**config.mk**
```make
export PLATFORM = sky130hd
export DESIGN_NAME = shts_cmp
export DESIGN_NICKNAME = d
export VERILOG_FILES = /design/src/hw/rtl/shts_pkg.sv /design/src/hw/rtl/shts_cmp.sv
export SDC_FILE = /design/constraint.sdc
export NUM_CORES = 1
export LEC_CHECK = 0
export ABC_CLOCK_PERIOD_IN_PS = 1700
export BUFFER_PORTS_ARGS = -buffer_cell sky130_fd_sc_hd__buf_4
export CORE_MARGIN = 1.5
export CORE_UTILIZATION = 30
export DETAILED_ROUTE_END_ITERATION = 10
export GPL_TIMING_DRIVEN = 0
export PLACE_DENSITY = 0.63
export RECOVER_POWER = 50
export SLEW_MARGIN = 40
export SYNTH_ARGS = -nofsm -noshare
export SYNTH_HDL_FRONTEND = slang
export SYNTH_SLANG_ARGS = --single-unit
```
**constraint.sdc**
```tcl
create_clock -name vclk -period 1.7
set_input_delay 0.085 -clock vclk [all_inputs]
set_output_delay 0.085 -clock vclk [all_outputs]
set_load 0.005 [all_outputs]
```
**src/hw/rtl/shts_pkg.sv**
```systemverilog
package shts_pkg;

  // Default number of table entries held in the on-chip memory.
  localparam longint unsigned TableDepthDefault = 64'd65536;

  localparam int unsigned CfgW   = 17;
  localparam int unsigned IdxW   = 16;
  localparam int unsigned CntW   = 32;
  localparam int unsigned HalfW  = 64;
  localparam int unsigned LimitW = 33;

  localparam logic ReqLoad   = 1'b0;
  localparam logic ReqLookup = 1'b1;

  typedef struct packed {
    logic             req_type;
    logic [HalfW-1:0] key_high;
    logic [HalfW-1:0] key_low;
    logic [IdxW-1:0]  entry_index;
    logic [CntW-1:0]  entry_count;
  } in_item_t;

  typedef struct packed {
    logic            found;
    logic [IdxW-1:0] match_index;
    logic [CntW-1:0] hit_count;
  } out_item_t;

  typedef struct packed {
    logic [HalfW-1:0] key_high;
    logic [HalfW-1:0] key_low;
    logic [CntW-1:0]  count;
  } entry_t;

  typedef struct packed {
    logic gt;
    logic eq;
  } cmp_res_t;

endpackage

```
**src/hw/rtl/shts_cmp.sv**
```systemverilog
module shts_cmp (
  input  logic [shts_pkg::HalfW-1:0] a_high_i,
  input  logic [shts_pkg::HalfW-1:0] a_low_i,
  input  logic [shts_pkg::HalfW-1:0] b_high_i,
  input  logic [shts_pkg::HalfW-1:0] b_low_i,
  output shts_pkg::cmp_res_t         res_o
);

  logic high_eq;

  // Unsigned 128-bit compare with the high word most significant.
  always_comb begin
    high_eq   = (a_high_i == b_high_i);
    res_o.eq  = high_eq && (a_low_i == b_low_i);
    res_o.gt  = high_eq ? (a_low_i > b_low_i) : (a_high_i > b_high_i);
  end

endmodule
```
# Yosys cells after proc, flatten, opt, wreduce, memory -nomap -nowiden
# Index checks and enable logic that the tools add are counted.
# totals
n_memories,0
ramBits,0
register_bits,0
output_inout_bits,2
latchBits,0
mem_bits_ro,0
in_bits,256
# classes
shift,0
add_sub_neg,0
order_cmp,2
n_reduce_logical,1
div_mod_pow,0
mul,0
n_mux,1
eq_ne,2
bitwise_logic,0
# op_table
operator,count
64-bit equality test,2
64-bit greater-than comparator,2
1-bit logical AND,1
1-bit 2-to-1 mux,1

# Depth between registers and ports, before layout
# Gate-level depths: netlist of run 1.
# logic_depth
ltp_word,2
ltp_mapped,9
ltp_nobuf,9

# Least setup slack after synthesis of run 1
# OpenSTA, ideal clock, no wires.
# synth_timing
kind,in2out
from,input port b_high_i[59] in the netlist's numbering
to,output port res_o[1] in the netlist's numbering
t_required_ns,1.615
t_arrival_ns,1.538
path_stages,9
path_slack_ns,0.077
path_cell_list,inv_1 -> ha_1 -> nand4_2 -> nor4_4 -> nand4_2 -> a31oi_1 -> a211oi_1 -> a21o_1 -> a31oi_1
# synth_lines
element,line_no,rtl
start: declaration,shts_cmp.sv:4,"input logic [shts_pkg::HalfW-1:0] b_high_i,"
end: declaration,shts_cmp.sv:6,output shts_pkg::cmp_res_t res_o

==> metrics.cfg, run 1 <==
[outcome]
outcome = complete, but fails checks
violations = negative setup slack

[power_and_ir_drop]
ir_drop_mv = 0.107
p_int_w = 0.000749
p_sw_w = 0.000515
powerDensity_nw_per_um2 = 216
seqPwrFrac_pct = 0
p_leak_nw = 3.45
p_sw_share_pct = 40.7
share_comb_of_total_power_pct = 100.0
p_clk_share_pct = 0

[drt]
drt_pre_antenna_iters = 4
wl_per_cell_um = 13.0
drt-total-wl_um = 11200
viasPerCell = 4.72
postRouteAntennaNets = 0
drt-initial-drc-count = 71
drc = 0
vias = 4071

[timing]
final.period_utilization_pct = 116
rsz0062_at_grt = true
fin_crit_ps = 1980
slew_headroom_pct = 77.4
finalHoldViolations = 0
drv_slew = 0
setup_ws_ps = -278
final-setup-viol-count = 2
fmax_ghz = 0.506
tightest_slew_ps = 337

[worst_hold_path]
worstHoldStart = a_low_i[39]
hold_end = res_o[1]
hold_path_class = input pin to output port
hold_depth = 5

[worst_setup_path]
cp_max_fo = 3
criticalPathCategory = input pin to output port
slowest_delay_ps = 400
end_kind = output port
crit_path_start_kind = input pin
cp_cell_sequence = buf_6 -> inv_4 -> ha_4 -> nand4_4 -> nor4_4 -> nand4_2 -> a31oi_4 -> a211oi_2 -> a21o_1 -> a31oi_1 -> buf_4
worstPathArrival_ps = 1890
critPathSlowestCell = nor4_4
cpLargestDelayFamily = simple AND/OR/NAND/NOR gates
cp.buffers_inverters = 3
required_ps = 1620

[job]
cap_violations = 0

[clock_tree]
ctsHoldBuffers = 0

[final_layout]
n_sequential_cell = 0
synthToLayoutAreaGrowth_pct = 77.0
final_common_cell = buf_4
nets = 1108
drive_above_1_share_pct = 44.7
regArea_sq_um = 0
fin_util_pct = 54.3
layout_common_cells = buf_4 (250), inv_1 (119), ha_1 (109)
num_antenna_cells = 0
nClkBuffers = 0

[synth]
synth_top_cell_by_area = ha_1
yosysWarnings = 0
synthTopCellsByArea = ha_1 (48%), inv_1 (15%), a21oi_1 (8.0%)
synth_fp_nets = 842
synth.avg_cell_area_sq_um = 7.23
synth_top_cell_area_share_pct = 48.3
synth-seq-area-share_pct = 0
synth_area_sq_um = 3310
synthCells = 458
synth.distinct_cells = 32

[placed_design]
portBuffers = 258
globalplace.congestion = 0.852
place_ws_ps = -524
hpwl_um = 10300

[grt]
grt_overflow_total = 0
grt_max_degree = 5
grt_antenna_before_repair = 0
grt_use_total_pct = 18.1
grt_pass1_wl_um = 17700
grt_pass1_vias = 4212

[die]
dieArea_sq_um = 11700
initial_core_util_pct = 30.7
num_rows = 38
ioPinCount = 258
fp.dieH_um = 108
core_area_sq_um = 10800
die_x_um = 108

[area by class of cell]
class / instances / area [sq um]
fill: 1053 / 4930
multi-input combinational: 327 / 3160
tap: 140 / 175
timing repair buffer: 264 / 2030
inverter: 131 / 497
[metrics by stage]
stage	hold WS, ps	std cells	setup TNS, ps	total power (W)	cell area [sq um]
final	759	862	-376	0.00126	5860
after global placement	781	856	-799	0.00111	5430
after detailed placement	787	856	-867	0.00115	5430
after CTS	783	858	-382	0.00123	5680
after floorplan	561	458	0	0.000551	3310
after global routing	835	862	-696	0.00144	5860
[routing by layer]
layer / track usage [%] / wire length [um] / vias up
li1: - / - / 2134
met1: 19.6 / 4110 / 1792
met2: 37.1 / 6030 / 131
met3: 3.01 / 904 / 14
met4: 2.26 / 178 / 0
met5: 0 / 0 / -
[what timing repair did]
item,4_1_cts,5_1_grt
setup endpoints to repair,2,2
pin swaps,18,18
gates resized for setup,41,22
setup buffers,2,4
[cells in the mapped netlist]
cell,number
inv_1,131
ha_1,128
a21oi_1,53
nand2_1,28
nand4_1,19
o21ai_0,16
a21o_1,14
nand3_1,11
nand4_2,9
a211oi_1,6
nor2_1,6
a221oi_1,5
nor4_1,5
nor3_1,3
nor4_2,3
a31oi_1,2
o21ai_1,2
o21bai_1,2
o311ai_0,2
a2bb2oi_1,1
and3_2,1
and4_1,1
and4_2,1
nand2b_1,1
nand2b_2,1
nor2b_1,1
nor3_2,1
nor4_4,1
o21a_1,1
o21ba_1,1
o21ba_2,1
o31ai_2,1
[power by group through the flow]
| stage | Combinational (W) | Sequential, W | Clock [W] |
|---|---|---|---|
| 4_1_cts | 0.00123 | 0 | 0 |
| 5_1_grt | 0.00144 | 0 | 0 |
| 3_3_place_gp | 0.00111 | 0 | 0 |
| 3_5_place_dp | 0.00115 | 0 | 0 |
| 6_report | 0.00126 | 0 | 0 |
| 2_1_floorplan | 0.000551 | 0 | 0 |
[how the worst max path moves through the flow]
stage | from | to | depth (start not counted)
finish | b_high_i[62] | res_o[1] | 11
global route | a_high_i[25] | res_o[1] | 10
detailed placement | a_low_i[62] | res_o[1] | 9
floorplan | b_high_i[59] | res_o[1] | 9
CTS | b_high_i[49] | res_o[1] | 11
global placement | a_low_i[62] | res_o[1] | 9
[kinds of logic (layout without fill, tap and decap cells)]
kind of cell / Yosys count / count (layout) / synth area share, %
AO/OA/AOI/OAI: 107 / 107 / 19.4
buffers and inverters: 131 / 395 / 14.8
AND/OR/NAND/NOR: 92 / 92 / 17.4
adder cells (fa/ha/maj): 128 / 128 / 48.3
(Power assumes the default switching activity.)
==> run 2: changes to the inputs <==
CELL_PAD_IN_SITES_DETAIL_PLACEMENT = 1   (was not set)
CELL_PAD_IN_SITES_GLOBAL_PLACEMENT = 2   (was not set)
CORE_UTILIZATION = 20   (was 30)
PLACE_DENSITY = 0.83   (was 0.63)
RECOVER_POWER = 25   (was 50)
==> metrics.cfg, run 2 (synthesized netlist as in run 1, its figures left out) <==
[outcome]
outcome = complete, but fails checks
violations = negative setup slack

[placed_design]
globalplace.congestion = 0.831  ; -2.4%
hpwl_um = 12300  ; +19%
place_inst = 932  ; +8.9%
portBuffers = 258  ; unchanged
place_ws_ps = -727  ; -202 ps

[final_layout]
stdcell_count = 945  ; +9.6%
n_sequential_cell = 0  ; unchanged
multiInputGateArea_sq_um = 3530  ; +12%
final_common_cell = buf_4
regArea_sq_um = 0  ; unchanged
num_antenna_cells = 0  ; unchanged
synthToLayoutAreaGrowth_pct = 95.6
nFillCells = 1929  ; +83%
nets = 1115  ; +0.63%
drive_above_1_share_pct = 51.0  ; +6.3 points
layout_common_cells = buf_4 (239), inv_1 (103), ha_1 (87)
nClkBuffers = 0  ; unchanged

[timing]
rsz0062_at_grt = true
fmax_ghz = 0.497  ; -1.6%
setup_ws_ps = -310  ; -32.4 ps
drv_slew = 0  ; unchanged
final.period_utilization_pct = 118  ; +1.9 points
final-setup-viol-count = 2  ; unchanged
tightest_slew_ps = 375  ; +37.8 ps
slew_headroom_pct = 74.6  ; -2.7 points
fin_crit_ps = 2010  ; +32.4 ps
finalHoldViolations = 0  ; unchanged

[worst_setup_path]
cp_common_cell = buf_4
cp-startpoint = b_high_i[56]
slowest_delay_ps = 290  ; -110 ps
crit_end = res_o[1]
critPathSlowestCell = nor4_4
worstPathArrival_ps = 1930  ; +40 ps
cp_cell_sequence = buf_4 -> inv_1 -> ha_4 -> nand4_4 -> nor4_4 -> buf_4 -> nand4_4 -> a31oi_4 -> a211oi_2 -> a21o_1 -> a31oi_1 -> buf_4
required_ps = 1620  ; about the same
end_kind = output port
cp_max_fo = 4  ; +1
criticalPathCategory = input pin to output port
crit_path_start_kind = input pin

[power_and_ir_drop]
ir_drop_mv = 0.0838  ; -21%
p_leak_nw = 3.52  ; +2.2%
power_w = 0.00146  ; +16%
powerDensity_nw_per_um2 = 226  ; +4.8%

[worst_hold_path]
worstHoldStart = a_low_i[39]
hold_depth = 5  ; unchanged
hold_path_class = input pin to output port

[grt]
met3_usage_pct = 2.12  ; -0.89 points
grt_max_degree = 5  ; unchanged
grt_pass1_wl_um = 22100  ; +25%
grt_antenna_before_repair = 0  ; unchanged
grt_overflow_total = 0  ; unchanged
grt_busiest_layer = met2
grt_use_total_pct = 15.2  ; -3.0 points
globalRouteMet1Util_pct = 16.6  ; -3.1 points
grt_pass1_vias = 4788  ; +14%
use_met2_pct = 31.1  ; -6.0 points

[die]
core_area_sq_um = 16100  ; +49%
die_x_um = 132  ; +22%
ioPinCount = 258  ; unchanged
dieArea_sq_um = 17300  ; +48%
initial_core_util_pct = 20.6  ; -10 points
num_rows = 46  ; +21%
fp.dieH_um = 132  ; +22%

[drt]
postRouteAntennaNets = 0  ; unchanged
drt_pre_antenna_iters = 4  ; unchanged
drt-total-wl_um = 13900  ; +23%
wl_per_cell_um = 14.7  ; +13%
viasPerCell = 4.53  ; -4.1%
drt-initial-drc-count = 42  ; -41%
drc = 0  ; unchanged
vias = 4280  ; +5.1%

[job]
cap_violations = 0  ; unchanged

[run 2: changes by cell type in the layout (fill, tap and decap cells not counted), sizes merged]
cell | previous run | this run
buf | 264 | 271
[run 2: per-layer routing]
| metal | part of all wire, % | wire length [um] |
|---|---|---|
| met2 | 55 | 7570 |
| met3 | 5.4 | 746 |
| met5 | 0 | 0 |
| met1 | 38 | 5310 |
| met4 | 1.7 | 235 |
[run 2: layout make-up]
type	count	share of cell area [%]
inverters	131	7.97
well taps	216	4.17
multi-input cells	327	54.5
repair buffers	271	33.3
[run 2: worst min path at each step]
stage                     slack (ps)       end
final                            790  res_o[1]
after global routing             840  res_o[1]
after CTS                        800  res_o[1]
after detailed placement         780  res_o[1]
after global placement           780  res_o[1]
after floorplan                  560  res_o[0]
[run 2: where the power goes]
group	switching (W)	leakage [nW]	internal (W)
clock network	0	0	0
registers	0	0	0
logic	0.000611	3.52	0.000853
total	0.000611	3.52	0.000853
[run 2: what timing repair did]
action	CTS	global route
hold buffers	0	0
setup endpoints to repair	2	2
buffers inserted	13	0
gates resized for setup	117	26
pin swaps	48	17
gates cloned	0	0
[run 2: through the flow]
step           setup TNS, ps  hold slack [ps]  cell area (sq um)  util (%)
3_3_place_gp           -1200              781               5520      34.4
6_report                -399              794               6480      40.4
4_1_cts                 -305              795               6300      39.3
2_1_floorplan              0              561               3310         -
5_1_grt                 -590              841               6480      40.4
3_5_place_dp           -1260              785               5520      34.4
[run 2: critical path: cells and delay by family]
kind            cells  cell delay [ps]
simple gates        3              540
compound gates      4              540
buf+inv             4              470
fa+ha+maj           1              270
